<file path="src/sv/blt_pkg.sv">
// types, constants and lookup functions of the line tokenizer
`timescale 1ns / 1ps
package blt_pkg;

  localparam int WORD_MAX = 32;
  localparam int ADDR_W   = $clog2(WORD_MAX);
  localparam int LEN_W    = $clog2(WORD_MAX + 1);
  localparam int KEY_MAX  = 5;
  localparam int KEY_W    = 8 * KEY_MAX;
  localparam int NUM_W    = 63;
  localparam int CH_W     = 8;
  localparam int TDATA_W  = 80;
  localparam int NPH      = 5;

  localparam logic [NUM_W-1:0] NUM_MAX = {NUM_W{1'b1}};

  localparam logic [2:0] K_KEY   = 3'd0;
  localparam logic [2:0] K_OP    = 3'd1;
  localparam logic [2:0] K_CMP   = 3'd2;
  localparam logic [2:0] K_CMD   = 3'd3;
  localparam logic [2:0] K_CONST = 3'd4;
  localparam logic [2:0] K_IDENT = 3'd5;
  localparam logic [2:0] K_STR   = 3'd6;
  localparam logic [2:0] K_ERR   = 3'd7;

  localparam logic [3:0] KEY_REM   = 4'd0;
  localparam logic [3:0] KEY_LET   = 4'd1;
  localparam logic [3:0] KEY_PRINT = 4'd2;
  localparam logic [3:0] KEY_INPUT = 4'd3;
  localparam logic [3:0] KEY_GOTO  = 4'd4;
  localparam logic [3:0] KEY_IF    = 4'd5;
  localparam logic [3:0] KEY_THEN  = 4'd6;
  localparam logic [3:0] KEY_END   = 4'd7;

  localparam logic [3:0] OP_ADD  = 4'd0;
  localparam logic [3:0] OP_SUB  = 4'd1;
  localparam logic [3:0] OP_NEG  = 4'd2;
  localparam logic [3:0] OP_MUL  = 4'd3;
  localparam logic [3:0] OP_POW  = 4'd4;
  localparam logic [3:0] OP_DIV  = 4'd5;
  localparam logic [3:0] OP_LPAR = 4'd6;
  localparam logic [3:0] OP_RPAR = 4'd7;
  localparam logic [3:0] OP_MOD  = 4'd8;

  localparam logic [3:0] C_LT = 4'd0;
  localparam logic [3:0] C_LE = 4'd1;
  localparam logic [3:0] C_NE = 4'd2;
  localparam logic [3:0] C_GT = 4'd3;
  localparam logic [3:0] C_GE = 4'd4;
  localparam logic [3:0] C_EQ = 4'd5;

  localparam logic [3:0] CMD_RUN   = 4'd0;
  localparam logic [3:0] CMD_LOAD  = 4'd1;
  localparam logic [3:0] CMD_LIST  = 4'd2;
  localparam logic [3:0] CMD_CLEAR = 4'd3;
  localparam logic [3:0] CMD_HELP  = 4'd4;
  localparam logic [3:0] CMD_QUIT  = 4'd5;

  localparam logic [2:0] M_IDLE    = 3'd0;
  localparam logic [2:0] M_NUM     = 3'd1;
  localparam logic [2:0] M_WORD    = 3'd2;
  localparam logic [2:0] M_STAR    = 3'd3;
  localparam logic [2:0] M_LESS    = 3'd4;
  localparam logic [2:0] M_GREATER = 3'd5;
  localparam logic [2:0] M_SKIP    = 3'd6;
  localparam logic [2:0] M_STRING  = 3'd7;

  // output phases of one character, in emission order
  localparam int P_PRE  = 0;
  localparam int P_PSTR = 1;
  localparam int P_CHR  = 2;
  localparam int P_END  = 3;
  localparam int P_ESTR = 4;

  typedef struct packed {
    logic [2:0]       kind;
    logic [3:0]       code;
    logic [NUM_W-1:0] number;
    logic [CH_W-1:0]  text_char;
    logic             word_end;
    logic             overflow;
  } tok_t;

  typedef struct packed {
    logic       hit;
    logic [2:0] kind;
    logic [3:0] code;
  } vocab_t;

  typedef struct packed {
    logic           load;
    logic [NPH-1:0] sel;
    logic           step;
  } dp_cmd_t;

  typedef struct packed {
    logic [NPH-1:0] plan_mask;
    logic [NPH-1:0] mask;
    logic           stream_last;
  } dp_status_t;

  function automatic logic is_digit(input logic [CH_W-1:0] c);
    return (c >= "0") && (c <= "9");
  endfunction

  function automatic logic is_letter(input logic [CH_W-1:0] c);
    return ((c >= "A") && (c <= "Z")) || ((c >= "a") && (c <= "z")) || (c == "_");
  endfunction

  // key holds the first characters, last one in the low byte
  function automatic vocab_t vocab_lookup(input logic [LEN_W-1:0] n,
                                          input logic [KEY_W-1:0] key);
    vocab_t v;
    v = '0;
    case (n)
      LEN_W'(2): begin
        if (key[15:0] == "IF") v = '{1'b1, K_KEY, KEY_IF};
      end
      LEN_W'(3): begin
        if (key[23:0] == "REM") v = '{1'b1, K_KEY, KEY_REM};
        else if (key[23:0] == "LET") v = '{1'b1, K_KEY, KEY_LET};
        else if (key[23:0] == "END") v = '{1'b1, K_KEY, KEY_END};
        else if (key[23:0] == "MOD") v = '{1'b1, K_OP, OP_MOD};
        else if (key[23:0] == "RUN") v = '{1'b1, K_CMD, CMD_RUN};
      end
      LEN_W'(4): begin
        if (key[31:0] == "GOTO") v = '{1'b1, K_KEY, KEY_GOTO};
        else if (key[31:0] == "THEN") v = '{1'b1, K_KEY, KEY_THEN};
        else if (key[31:0] == "LOAD") v = '{1'b1, K_CMD, CMD_LOAD};
        else if (key[31:0] == "LIST") v = '{1'b1, K_CMD, CMD_LIST};
        else if (key[31:0] == "HELP") v = '{1'b1, K_CMD, CMD_HELP};
        else if (key[31:0] == "QUIT") v = '{1'b1, K_CMD, CMD_QUIT};
      end
      LEN_W'(5): begin
        if (key[39:0] == "PRINT") v = '{1'b1, K_KEY, KEY_PRINT};
        else if (key[39:0] == "INPUT") v = '{1'b1, K_KEY, KEY_INPUT};
        else if (key[39:0] == "CLEAR") v = '{1'b1, K_CMD, CMD_CLEAR};
      end
      default: v = '0;
    endcase
    return v;
  endfunction

endpackage

</file>
<file path="src/sv/blt_ram.sv">
// generic single-write, single-read ram with registered read
`timescale 1ns / 1ps
module blt_ram #(
  parameter int WIDTH = 8,
  parameter int DEPTH = 32
) (
  input  logic                     clk,
  input  logic                     we,
  input  logic [$clog2(DEPTH)-1:0] waddr,
  input  logic [WIDTH-1:0]         wdata,
  input  logic [$clog2(DEPTH)-1:0] raddr,
  output logic [WIDTH-1:0]         rdata
);

  logic [WIDTH-1:0] mem [DEPTH];

  always_ff @(posedge clk) begin
    if (we) mem[waddr] <= wdata;
    if (we && (waddr == raddr)) rdata <= wdata;
    else rdata <= mem[raddr];
  end

endmodule

</file>
<file path="src/sv/blt_ctrl.sv">
// controller: sequences the output phases of each accepted character
`timescale 1ns / 1ps
module blt_ctrl (
  input  logic                clk,
  input  logic                rst,
  input  logic                s_tvalid,
  output logic                s_tready,
  output logic                m_tvalid,
  input  logic                m_tready,
  output logic                m_tlast,
  input  blt_pkg::dp_status_t status,
  output blt_pkg::dp_cmd_t    cmd
);
  import blt_pkg::*;

  typedef enum logic [5:0] {
    ST_IDLE = 6'b000001,
    ST_PRE  = 6'b000010,
    ST_PSTR = 6'b000100,
    ST_CHR  = 6'b001000,
    ST_END  = 6'b010000,
    ST_ESTR = 6'b100000
  } state_t;

  state_t state, state_next;
  logic [NPH-1:0] sel, higher, first_plan, first_high;
  logic accept, hs, is_stream, done;

  assign sel        = state[NPH:1];
  assign higher     = status.mask & ~((sel << 1) - NPH'(1));
  assign first_plan = status.plan_mask & (~status.plan_mask + NPH'(1));
  assign first_high = higher & (~higher + NPH'(1));

  assign s_tready  = (state == ST_IDLE);
  assign m_tvalid  = (state != ST_IDLE);
  assign accept    = s_tvalid && s_tready;
  assign hs        = m_tvalid && m_tready;
  assign is_stream = sel[P_PSTR] || sel[P_ESTR];
  assign done      = !is_stream || status.stream_last;
  assign m_tlast   = (higher == '0) && done;

  assign cmd.load = accept;
  assign cmd.sel  = sel;
  assign cmd.step = hs;

  always_comb begin
    state_next = state;
    case (state)
      ST_IDLE: begin
        if (accept) begin
          if (first_plan != '0) state_next = state_t'({first_plan, 1'b0});
        end
      end
      ST_PRE, ST_PSTR, ST_CHR, ST_END, ST_ESTR: begin
        if (hs && done) begin
          if (first_high != '0) state_next = state_t'({first_high, 1'b0});
          else state_next = ST_IDLE;
        end
      end
      default: state_next = ST_IDLE;
    endcase
  end

  always_ff @(posedge clk) begin
    if (rst) state <= ST_IDLE;
    else state <= state_next;
  end

endmodule

</file>
<file path="src/sv/blt_datapath.sv">
// datapath: scan state, word buffer, planned tokens and output mux
`timescale 1ns / 1ps
module blt_datapath (
  input  logic                        clk,
  input  logic                        rst,
  input  logic [blt_pkg::CH_W-1:0]    ch,
  input  logic                        line_end,
  input  blt_pkg::dp_cmd_t            cmd,
  output blt_pkg::dp_status_t         status,
  output logic [blt_pkg::TDATA_W-1:0] m_tdata,
  output logic [2:0]                  m_tuser
);
  import blt_pkg::*;

  logic [2:0]       mode, mode_n;
  logic [NUM_W-1:0] acc, acc_n;
  logic             sat, sat_n;
  logic [LEN_W-1:0] wlen, wlen_n;
  logic [KEY_W-1:0] key, key_n;
  logic             prev, prev_n;
  logic             arem, arem_n;
  logic [NPH-1:0]   mask, pmask;
  tok_t             ta, tb, tc, ta_n, tb_n, tc_n, tout;
  logic [LEN_W-1:0] slen, slen_n;
  logic             sov, sov_n;
  logic [ADDR_W-1:0] idx, idx_next;
  logic             we;
  logic [ADDR_W-1:0] waddr;
  logic [CH_W-1:0]  rdata;
  logic             go, stream_last, in_stream;
  logic [NUM_W+3:0] prod;
  vocab_t           vw, vw2;

  function automatic tok_t mk_tok(input logic [2:0] k, input logic [3:0] cd);
    tok_t t;
    t = '0;
    t.kind = k;
    t.code = cd;
    return t;
  endfunction

  function automatic tok_t mk_const(input logic [NUM_W-1:0] v, input logic ov);
    tok_t t;
    t = '0;
    t.kind = K_CONST;
    t.number = v;
    t.overflow = ov;
    return t;
  endfunction

  function automatic tok_t mk_str(input logic [CH_W-1:0] c, input logic le);
    tok_t t;
    t = '0;
    t.kind = K_STR;
    t.text_char = c;
    t.word_end = le;
    return t;
  endfunction

  assign prod = ({4'b0, acc} << 3) + ({4'b0, acc} << 1) + (NUM_W+4)'(ch - "0");
  assign vw   = vocab_lookup(wlen, key);

  always_comb begin
    mode_n = mode;
    acc_n  = acc;
    sat_n  = sat;
    wlen_n = wlen;
    key_n  = key;
    prev_n = prev;
    arem_n = arem;
    ta_n   = '0;
    tb_n   = '0;
    tc_n   = '0;
    pmask  = '0;
    slen_n = slen;
    sov_n  = sov;
    we     = 1'b0;
    waddr  = '0;
    go     = 1'b1;
    vw2    = '0;

    // pending token ended or extended by this character
    case (mode)
      M_SKIP: go = 1'b0;
      M_STRING: begin
        tb_n = mk_str(ch, line_end);
        pmask[P_CHR] = 1'b1;
        go = 1'b0;
      end
      M_NUM: begin
        if (is_digit(ch)) begin
          go = 1'b0;
          if (sat || (prod[NUM_W+3:NUM_W] != '0)) begin
            acc_n = NUM_MAX;
            sat_n = 1'b1;
          end else begin
            acc_n = prod[NUM_W-1:0];
          end
        end else begin
          ta_n = mk_const(acc, sat);
          pmask[P_PRE] = 1'b1;
          prev_n = 1'b1;
        end
      end
      M_WORD: begin
        if (is_letter(ch) || is_digit(ch)) begin
          go = 1'b0;
          if (wlen < LEN_W'(WORD_MAX)) begin
            we = 1'b1;
            waddr = wlen[ADDR_W-1:0];
            wlen_n = wlen + LEN_W'(1);
            if (wlen < LEN_W'(KEY_MAX)) key_n = {key[KEY_W-9:0], ch};
          end else begin
            sat_n = 1'b1;
          end
        end else if (vw.hit && !sat) begin
          ta_n = mk_tok(vw.kind, vw.code);
          pmask[P_PRE] = 1'b1;
          prev_n = 1'b0;
          if ((vw.kind == K_KEY) && (vw.code == KEY_REM)) arem_n = 1'b1;
        end else begin
          pmask[P_PSTR] = 1'b1;
          slen_n = wlen;
          sov_n = sat;
          prev_n = 1'b1;
        end
      end
      M_STAR: begin
        mode_n = M_IDLE;
        pmask[P_PRE] = 1'b1;
        prev_n = 1'b0;
        if (ch == "*") begin
          ta_n = mk_tok(K_OP, OP_POW);
          go = 1'b0;
        end else begin
          ta_n = mk_tok(K_OP, OP_MUL);
        end
      end
      M_LESS: begin
        mode_n = M_IDLE;
        pmask[P_PRE] = 1'b1;
        prev_n = 1'b0;
        if (ch == "=") begin
          ta_n = mk_tok(K_CMP, C_LE);
          go = 1'b0;
        end else if (ch == ">") begin
          ta_n = mk_tok(K_CMP, C_NE);
          go = 1'b0;
        end else begin
          ta_n = mk_tok(K_CMP, C_LT);
        end
      end
      M_GREATER: begin
        mode_n = M_IDLE;
        pmask[P_PRE] = 1'b1;
        prev_n = 1'b0;
        if (ch == "=") begin
          ta_n = mk_tok(K_CMP, C_GE);
          go = 1'b0;
        end else begin
          ta_n = mk_tok(K_CMP, C_GT);
        end
      end
      default: go = 1'b1;
    endcase

    // character starts something new
    if (go) begin
      mode_n = M_IDLE;
      if (arem_n) begin
        if (ch != " ") begin
          arem_n = 1'b0;
          mode_n = M_STRING;
          tb_n = mk_str(ch, line_end);
          pmask[P_CHR] = 1'b1;
        end
      end else if (ch == " ") begin
        mode_n = M_IDLE;
      end else if (is_digit(ch)) begin
        acc_n = NUM_W'(ch - "0");
        sat_n = 1'b0;
        mode_n = M_NUM;
      end else if (is_letter(ch)) begin
        we = 1'b1;
        waddr = '0;
        wlen_n = LEN_W'(1);
        key_n = KEY_W'(ch);
        sat_n = 1'b0;
        mode_n = M_WORD;
      end else begin
        case (ch)
          "+": begin
            tb_n = mk_tok(K_OP, OP_ADD);
            pmask[P_CHR] = 1'b1;
            prev_n = 1'b0;
          end
          "-": begin
            tb_n = mk_tok(K_OP, prev_n ? OP_SUB : OP_NEG);
            pmask[P_CHR] = 1'b1;
            prev_n = 1'b0;
          end
          "/": begin
            tb_n = mk_tok(K_OP, OP_DIV);
            pmask[P_CHR] = 1'b1;
            prev_n = 1'b0;
          end
          "(": begin
            tb_n = mk_tok(K_OP, OP_LPAR);
            pmask[P_CHR] = 1'b1;
            prev_n = 1'b0;
          end
          ")": begin
            tb_n = mk_tok(K_OP, OP_RPAR);
            pmask[P_CHR] = 1'b1;
            prev_n = 1'b1;
          end
          "=": begin
            tb_n = mk_tok(K_CMP, C_EQ);
            pmask[P_CHR] = 1'b1;
            prev_n = 1'b0;
          end
          "*": mode_n = M_STAR;
          "<": mode_n = M_LESS;
          ">": mode_n = M_GREATER;
          default: begin
            tb_n = mk_tok(K_ERR, 4'd0);
            pmask[P_CHR] = 1'b1;
            mode_n = M_SKIP;
          end
        endcase
      end
    end

    // line end flushes what is pending and clears the line state
    if (line_end) begin
      vw2 = vocab_lookup(wlen_n, key_n);
      case (mode_n)
        M_NUM: begin
          tc_n = mk_const(acc_n, sat_n);
          pmask[P_END] = 1'b1;
        end
        M_WORD: begin
          if (vw2.hit && !sat_n) begin
            tc_n = mk_tok(vw2.kind, vw2.code);
            pmask[P_END] = 1'b1;
          end else begin
            slen_n = wlen_n;
            sov_n = sat_n;
            pmask[P_ESTR] = 1'b1;
          end
        end
        M_STAR: begin
          tc_n = mk_tok(K_OP, OP_MUL);
          pmask[P_END] = 1'b1;
        end
        M_LESS: begin
          tc_n = mk_tok(K_CMP, C_LT);
          pmask[P_END] = 1'b1;
        end
        M_GREATER: begin
          tc_n = mk_tok(K_CMP, C_GT);
          pmask[P_END] = 1'b1;
        end
        default: pmask[P_END] = 1'b0;
      endcase
      mode_n = M_IDLE;
      acc_n  = '0;
      sat_n  = 1'b0;
      wlen_n = '0;
      key_n  = '0;
      prev_n = 1'b0;
      arem_n = 1'b0;
    end
  end

  always_ff @(posedge clk) begin
    if (rst) begin
      mode <= M_IDLE;
      acc  <= '0;
      sat  <= 1'b0;
      wlen <= '0;
      key  <= '0;
      prev <= 1'b0;
      arem <= 1'b0;
      mask <= '0;
    end else if (cmd.load) begin
      mode <= mode_n;
      acc  <= acc_n;
      sat  <= sat_n;
      wlen <= wlen_n;
      key  <= key_n;
      prev <= prev_n;
      arem <= arem_n;
      mask <= pmask;
    end
  end

  always_ff @(posedge clk) begin
    if (cmd.load) begin
      ta   <= ta_n;
      tb   <= tb_n;
      tc   <= tc_n;
      slen <= slen_n;
      sov  <= sov_n;
    end
  end

  // identifier stream: the ram is read at the next index, so its registered output shows the current entry
  assign in_stream   = cmd.sel[P_PSTR] || cmd.sel[P_ESTR];
  assign stream_last = ((LEN_W'(idx) + LEN_W'(1)) == slen);

  always_comb begin
    idx_next = idx;
    if (cmd.load) idx_next = '0;
    else if (cmd.step && in_stream && !stream_last) idx_next = idx + ADDR_W'(1);
  end

  always_ff @(posedge clk) begin
    if (rst) idx <= '0;
    else idx <= idx_next;
  end

  blt_ram #(
    .WIDTH(CH_W),
    .DEPTH(WORD_MAX)
  ) u_word_ram (
    .clk  (clk),
    .we   (we && cmd.load),
    .waddr(waddr),
    .wdata(ch),
    .raddr(idx_next),
    .rdata(rdata)
  );

  always_comb begin
    tout = '0;
    if (in_stream) begin
      tout.kind = K_IDENT;
      tout.text_char = rdata;
      tout.word_end = stream_last;
      tout.overflow = sov;
    end else if (cmd.sel[P_PRE]) begin
      tout = ta;
    end else if (cmd.sel[P_CHR]) begin
      tout = tb;
    end else if (cmd.sel[P_END]) begin
      tout = tc;
    end
  end

  assign m_tuser = tout.kind;
  assign m_tdata = {3'b000, tout.overflow, tout.word_end, tout.text_char,
                    tout.number, tout.code};

  assign status.plan_mask   = pmask;
  assign status.mask        = mask;
  assign status.stream_last = stream_last;

endmodule

</file>
<file path="src/sv/basic_line_tokenizer.sv">
// top level of the line tokenizer: controller plus datapath
//
//  port group  dir  carries
//  s_*         in   one character a beat, tlast on the last one of the line
//  m_*         out  one token a beat, tuser = kind, tlast on the last of a character
//
// one character is taken per cycle when it produces no token
// a character producing tokens holds the input until its last token is taken, one token a beat
// an identifier runs one beat per buffered character, up to 32, read from the word ram
// output stalls hold the token and the input; nothing is accepted while tokens remain
// synchronous reset returns the scanner to the start of a line
`timescale 1ns / 1ps
module basic_line_tokenizer (
  input  logic                        clk,
  input  logic                        rst,
  input  logic                        s_tvalid,
  output logic                        s_tready,
  input  logic [7:0]                  s_tdata,  // ch
  input  logic                        s_tlast,
  output logic                        m_tvalid,
  input  logic                        m_tready,
  output logic [blt_pkg::TDATA_W-1:0] m_tdata,  // code, number, text_char, word_end, overflow
  output logic [2:0]                  m_tuser,  // kind
  output logic                        m_tlast
);
  import blt_pkg::*;

  dp_cmd_t    cmd;
  dp_status_t status;

  blt_ctrl u_ctrl (
    .clk     (clk),
    .rst     (rst),
    .s_tvalid(s_tvalid),
    .s_tready(s_tready),
    .m_tvalid(m_tvalid),
    .m_tready(m_tready),
    .m_tlast (m_tlast),
    .status  (status),
    .cmd     (cmd)
  );

  blt_datapath u_dp (
    .clk     (clk),
    .rst     (rst),
    .ch      (s_tdata),
    .line_end(s_tlast),
    .cmd     (cmd),
    .status  (status),
    .m_tdata (m_tdata),
    .m_tuser (m_tuser)
  );

endmodule

</file>
<file path="config.mk">
export PLATFORM = sky130hd
export DESIGN_NAME = basic_line_tokenizer
export DESIGN_NICKNAME = d
export VERILOG_FILES = /design/src/sv/blt_pkg.sv /design/src/sv/blt_ram.sv /design/src/sv/blt_ctrl.sv /design/src/sv/blt_datapath.sv /design/src/sv/basic_line_tokenizer.sv
export SDC_FILE = /design/constraint.sdc
export NUM_CORES = 1
export LEC_CHECK = 0
export BUFFER_PORTS_ARGS = -buffer_cell sky130_fd_sc_hd__buf_2
export CORE_UTILIZATION = 25
export CTS_CLUSTER_SIZE = 12
export DETAILED_ROUTE_END_ITERATION = 16
export GPL_ROUTABILITY_DRIVEN = 0
export SLEW_MARGIN = 10
export SYNTH_ARGS = -nofsm -noshare
export SYNTH_HDL_FRONTEND = slang
export SYNTH_SLANG_ARGS = --single-unit
</file>
<file path="constraint.sdc">
create_clock -name clk -period 16.09 [get_ports clk]
set_clock_uncertainty 0.2 [all_clocks]
set_input_delay 3.218 -clock clk [delete_from_list [all_inputs] [get_ports clk]]
set_output_delay 3.218 -clock clk [all_outputs]
set_load 0.005 [all_outputs]
</file>
==> results.yml, run 1 <==
clocking:
  cts_sinks: 555
  cts_made_buffers: 61
  clk_pin_slew_worst_paths_ns: 0.06
  h-tree-depth: 2
  clk_latency_ns: 0.66
  cts.path.max_buffers: 3
  cts_resized: 0
  ctsHoldBuffers: 0
  postCtsSetupBuffers: 0
  cts_root_buffer: "clkbuf_16"
  cts_tree: "done"
synth:
  ys_seq_area_share_pct: 47.4
  syn_avg_cell_area_um2: 10.8
  yosysTopAreaCell: "edfxtp_1"
  synth_cell_types: 96
  ys.flop_type: "edfxtp_1"
  yosysMostFrequentCell: "edfxtp_1"
  synth_warnings: 0
  synth_edf_count: 420
  syn_area_mm2: 0.0323
  yosysTopAreaCellShare_pct: 39.1
  ys_ff_latch: 555
  synthCells: 2993
  yosys-top-cells-count: "420 x edfxtp_1, 301 x nor2_1, 210 x nand2_1"
  async_flop_share_pct: 0
  ys_top_cells_by_area: "edfxtp_1 39%, dfxtp_1 8.4%, mux4_2 5.6%, fa_1 3.8%, nor2_1 3.5%"
critical_path:
  slowest_delay_ns: 0.73
  path_class: "input port to flop"
  startpoint_type: "input port"
  cp.arrival_ns: 10.08
  path_cells: "buf_2, buf_4, ha_1, nor3_2, buf_4, fa_1, ha_1, nand3_1, nor3_1, o211ai_1, o21ai_0, a31oi_1, o21ai_0, a21oi_1, o211ai_1, and4_1, nand2_4, o221ai_1, nor2_1"
  cp.required_ns: 16.27
  crit_slowest_cell: "buf_4"
  path_max_fanout: 98
  r2r_cells: 14
  end_kind: "flop"
sta:
  maxSlewViolCount: 0
  fmax_ghz: 0.101
  setup_violations: 0
  hold_violations: 0
  tns_ns: 0
  relSlewSlack_pct: 25.7
  min_period_ns: 9.90
  fin_ws_ns: 6.19
  rsz0062_at_grt: "false"
  tightestPinTransition_ns: 1.10
  period_share_pct: 61.5
grt:
  overflow: 0
  grt_start_max_net_pins: 99
  antenna_found_initial: 4
  track_usage_pct: 14.1
  grt_pass1_wl_um: 147000
  grt_pass1_vias: 24412
layout:
  final_layout_size_suffix_gt1_share_pct: 12.2
  area_growth_pct: 12.6
  multiInputGateArea_mm2: 0.0160
  final_area_mm2: 0.0363
  final_util_pct: 28.4
  n_fill_cell: 13248
  layout.nets: 3135
  register_area_mm2: 0.0153
floorplanning:
  initial_core_util_pct: 25.2
  die-area_mm2: 0.131
  core-area_mm2: 0.128
  chipWidth_um: 361
  die_y_um: 361
  rows: 131
  io_pins: 99
min_path:
  hold_class: "flop to flop"
  hold_depth: 2
routing:
  drtIter0Drc: 2387
  postRouteAntennaNets: 0
  drtPass1Iterations: 6
  num_vias: 24802
  routed_wl_um: 94500
  avgRoutedWirePerCell_um: 20.1
  viasPerCell: 5.28
  drc: 0
power_and_ir_drop:
  p_leak_nw: 12.9
  finalPower_mw: 4.13
  powerDensity_mw_per_mm2: 114
  vdd_drop_max_v: 0.0000883
status:
  status: "finished clean"
place:
  dpl_cell_area_mm2: 0.0344
  preCtsSetupSlack_ns: 5.60
  dp_hpwl_um: 64900
  portBuffers: 95
job:
  max-cap-violations: 0
sequential cells by signal, indices dropped and copies added (netlist names), 15 cells and up, named ones only:
register / flops
u_dp.acc: 63
u_dp.key: 40
u_dp.ta: 71
u_dp.tb: 15
u_dp.tc: 71
u_dp.u_word_ram.mem: 256
through the flow:
stage	hold WS, ns	cells
2_1_floorplan	0.250	2995
3_3_place_gp	0.266	4579
3_5_place_dp	0.279	4579
4_1_cts	0.287	4695
5_1_grt	0.330	4695
6_report	0.291	4696
layout by cell type (no fill, tap or decap), drive strengths merged, types with 80 or more instances in the layout:
cell type and n:
a21oi 183, a22oi 111, and3 86, buf 130, clkbuf 90, dfxtp 135, edfxtp 420, ha 80
mux4 80, nand2 210, nor2 301, o21ai 121
worst max-delay path: cells and delay by family:
kind | cells | cell delay, ns
compound gates | 7 | 2.39
fa+ha+maj | 3 | 1.33
buf+inv | 3 | 1.08
simple gates | 6 | 1.96
cells by family after synthesis:
logic type	share of synthesized area, %
other	0.0116
xor gates and xnor gates	2.06
DFF	47.4
adders and majority gates	6.95
buffers and inverters	3.25
AOI/OAI and AO/OA	17.3
and+or+nand+nor	16.1
muxes	6.86
worst paths after layout:
path                            start                        end  slack, ns
min reg2reg    u_dp.prev$_SDFFE_PP0P_     u_dp.prev$_SDFFE_PP0P_       0.29
max reg2reg  u_dp.key[2]$_SDFFE_PP0P_  u_dp.tc[67]$_SDFFCE_PN0P_       9.80
max                        s_tdata[5]  u_dp.tc[70]$_SDFFCE_PN0P_       6.19
min            u_dp.prev$_SDFFE_PP0P_     u_dp.prev$_SDFFE_PP0P_       0.29
routing by layer:
| metal | wire (µm) | up-vias | GRT usage [%] | share of wire, % |
|---|---|---|---|---|
| li1 | - | 11463 | - | - |
| met1 | 44000 | 12290 | 20.1 | 47 |
| met2 | 42000 | 895 | 21.9 | 44 |
| met3 | 6430 | 152 | 2.40 | 6.8 |
| met4 | 2070 | 2 | 3.68 | 2.2 |
| met5 | 13 | - | 0 | 0.014 |
power breakdown:
group / total [mW] / leakage [nW] / switching, mW / internal [mW]
registers: 1.81 / 4.99 / 0.0763 / 1.74
clock network: 1.39 / 0.960 / 0.601 / 0.788
logic: 0.924 / 6.93 / 0.645 / 0.279
cell type report:
cell class,instances,area share [%]
Antenna cell,1,0.00689
Clock buffer,90,4.69
Clock inverter,26,0.761
Inverter,60,0.640
Multi-Input combinational cell,2172,44.0
Sequential cell,555,42.2
Tap cell,1662,5.72
Timing Repair Buffer,130,2.04
No activity file was read; power rests on OpenSTA's default activity.
==> inputs of run 2 (changes only) <==
- clock period: 16.09 -> 8.43 ns (I/O delays scaled with it)
==> run 2 against run 1 <==
Core utilization about the same. Combinational power rose by 90%. Cell count grew 0.11%. Clock power is 80% higher. First-iteration DRC count rose by 7.9%. Largest power group unchanged.
==> results.yml, run 2 (same netlist as run 1, synthesis figures left out) <==
place:
  portBuffers: 95
  dpl_cell_area_mm2: 0.0344
  dp_hpwl_um: 66800
critical_path:
  endpoint: "u_dp.acc[56]$_SDFFE_PP0P_"
  path_class: "input port to flop"
  cp.required_ns: 8.79
  startpoint_type: "input port"
  critical_path.startpoint: "s_tdata[4]"
  r2r_cells: 14
  path_max_fanout: 89
  r2r-start: "u_dp.key[20]$_SDFFE_PP0P_"
  cp.arrival_ns: 7.67
  r2r_end: "u_dp.tc[67]$_SDFFCE_PN0P_"
  end_kind: "flop"
  worst-r2r-setup-slack_ns: 2.40
floorplanning:
  die_y_um: 361
  rows: 131
  die-area_mm2: 0.131
  initial_core_util_pct: 25.2
  io_pins: 99
  core-area_mm2: 0.128
  chipWidth_um: 361
routing:
  wl_met3_um: 7980
  routed_wl_um: 97100
  wl_met1_um: 44600
  wl_met2_um: 42400
  top_layer: "met5"
  drtIter0Drc: 2576
  avgRoutedWirePerCell_um: 20.7
  drtPass1Iterations: 6
  postRouteAntennaNets: 0
  num_vias: 25189
  drc: 0
  viasPerCell: 5.36
clocking:
  clk_pin_slew_worst_paths_ns: 0.07
  cts.path.max_buffers: 3
  cts_sinks: 555
  cts_resized: 0
  cts_root_buffer: "clkbuf_16"
  cts_tree: "done"
  h-tree-depth: 2
  postCtsSetupBuffers: 0
  ctsHoldBuffers: 0
  clk_latency_ns: 0.65
  cts_made_buffers: 58
grt:
  antenna_found_initial: 5
  grt_start_max_net_pins: 90
  grt_pass1_wl_um: 149000
  track_usage_pct: 14.4
  grt_pass1_vias: 24086
  overflow: 0
sta:
  maxSlewViolCount: 0
  period_share_pct: 86.8
  min_period_ns: 7.32
  relSlewSlack_pct: 18.2
  tightestPinTransition_ns: 1.23
  tns_ns: 0
  fmax_ghz: 0.137
  hold_violations: 0
  setup_violations: 0
  rsz0062_at_grt: "false"
layout:
  largest_reg_flops: 256
  final_common_cell: "edfxtp_1"
  layout.nets: 3141
  final_cell_mix: "420 x edfxtp_1, 298 x nor2_1, 208 x nand2_1, 180 x a21oi_1, 132 x dfxtp_1"
  top_register: "u_dp.u_word_ram.mem"
  register_area_mm2: 0.0153
  final_area_mm2: 0.0363
  n_fill_cell: 13268
  multiInputGateArea_mm2: 0.0160
  top_regs: "u_dp.u_word_ram.mem (256), u_dp.ta (71), u_dp.tc (71)"
  area_growth_pct: 12.5
  final_util_pct: 28.4
  final_layout_size_suffix_gt1_share_pct: 12.4
power_and_ir_drop:
  p_leak_nw: 12.9
  powerDensity_mw_per_mm2: 213
  vdd_drop_max_v: 0.000160
job:
  max-cap-violations: 0
min_path:
  hold_class: "flop to flop"
status:
  status: "finished clean"
-- run 2: worst min path at each step --
stage	from	cells past startpoint	slack (ns)	to
2_1_floorplan	u_dp.prev$_SDFFE_PP0P_	2	0.25	u_dp.prev$_SDFFE_PP0P_
3_3_place_gp	u_dp.prev$_SDFFE_PP0P_	2	0.27	u_dp.prev$_SDFFE_PP0P_
3_5_place_dp	u_dp.prev$_SDFFE_PP0P_	2	0.27	u_dp.prev$_SDFFE_PP0P_
4_1_cts	u_dp.prev$_SDFFE_PP0P_	2	0.28	u_dp.prev$_SDFFE_PP0P_
5_1_grt	u_dp.prev$_SDFFE_PP0P_	2	0.30	u_dp.prev$_SDFFE_PP0P_
6_report	u_dp.prev$_SDFFE_PP0P_	2	0.28	u_dp.prev$_SDFFE_PP0P_
-- run 2: where the power goes --
part | total [mW] | leakage (nW) | switching (mW) | internal, mW
Combinational | 1.76 | 6.98 | 1.23 | 0.537
Clock | 2.50 | 0.914 | 1.10 | 1.40
Sequential | 3.48 | 4.99 | 0.172 | 3.31
-- run 2: metal layers --
| layer | up-vias | GRT usage [%] |
|---|---|---|
| li1 | 11484 | - |
| met4 | 2 | 3.57 |
| met2 | 1037 | 22.1 |
| met1 | 12521 | 20.7 |
| met5 | - | 0 |
| met3 | 145 | 2.83 |
-- run 2: critical path: stages --
cell and delay, ns:
buf_2 0.12, ha_1 0.42, nor3_4 0.52, buf_12 0.28, fa_1 0.45, ha_1 0.44, nand3_1 0.11, nor3_1 0.37
o211ai_1 0.17, o21ai_0 0.52, a31oi_1 0.24, o21ai_0 0.21, buf_4 0.16, a2111o_1 0.13, o211ai_1 0.13, and4_1 0.27
nand2_4 0.13, buf_4 0.71, o211ai_1 0.20, a21oi_1 0.21
-- run 2: area by class of cell --
type	instances	share of cell area, %
Tap cell	1662	5.73
Antenna cell	4	0.0276
Inverter	60	0.641
Timing Repair Buffer	139	2.26
Clock buffer	90	4.71
Sequential cell	555	42.2
Multi-Input combinational cell	2172	44.0
Clock inverter	19	0.389
-- run 2: through the flow --
| stage | hold slack (ns) | cells | total power [mW] | worst slack, ns |
|---|---|---|---|---|
| after floorplan | 0.250 | 2995 | 4.67 | 0.0622 |
| after global placement | 0.268 | 4588 | 5.29 | 0.603 |
| after detailed placement | 0.272 | 4588 | 5.31 | 0.490 |
| after CTS | 0.282 | 4697 | 7.81 | 1.16 |
| after global routing | 0.305 | 4697 | 8.09 | 0.657 |
| final | 0.283 | 4701 | 7.75 | 1.11 |
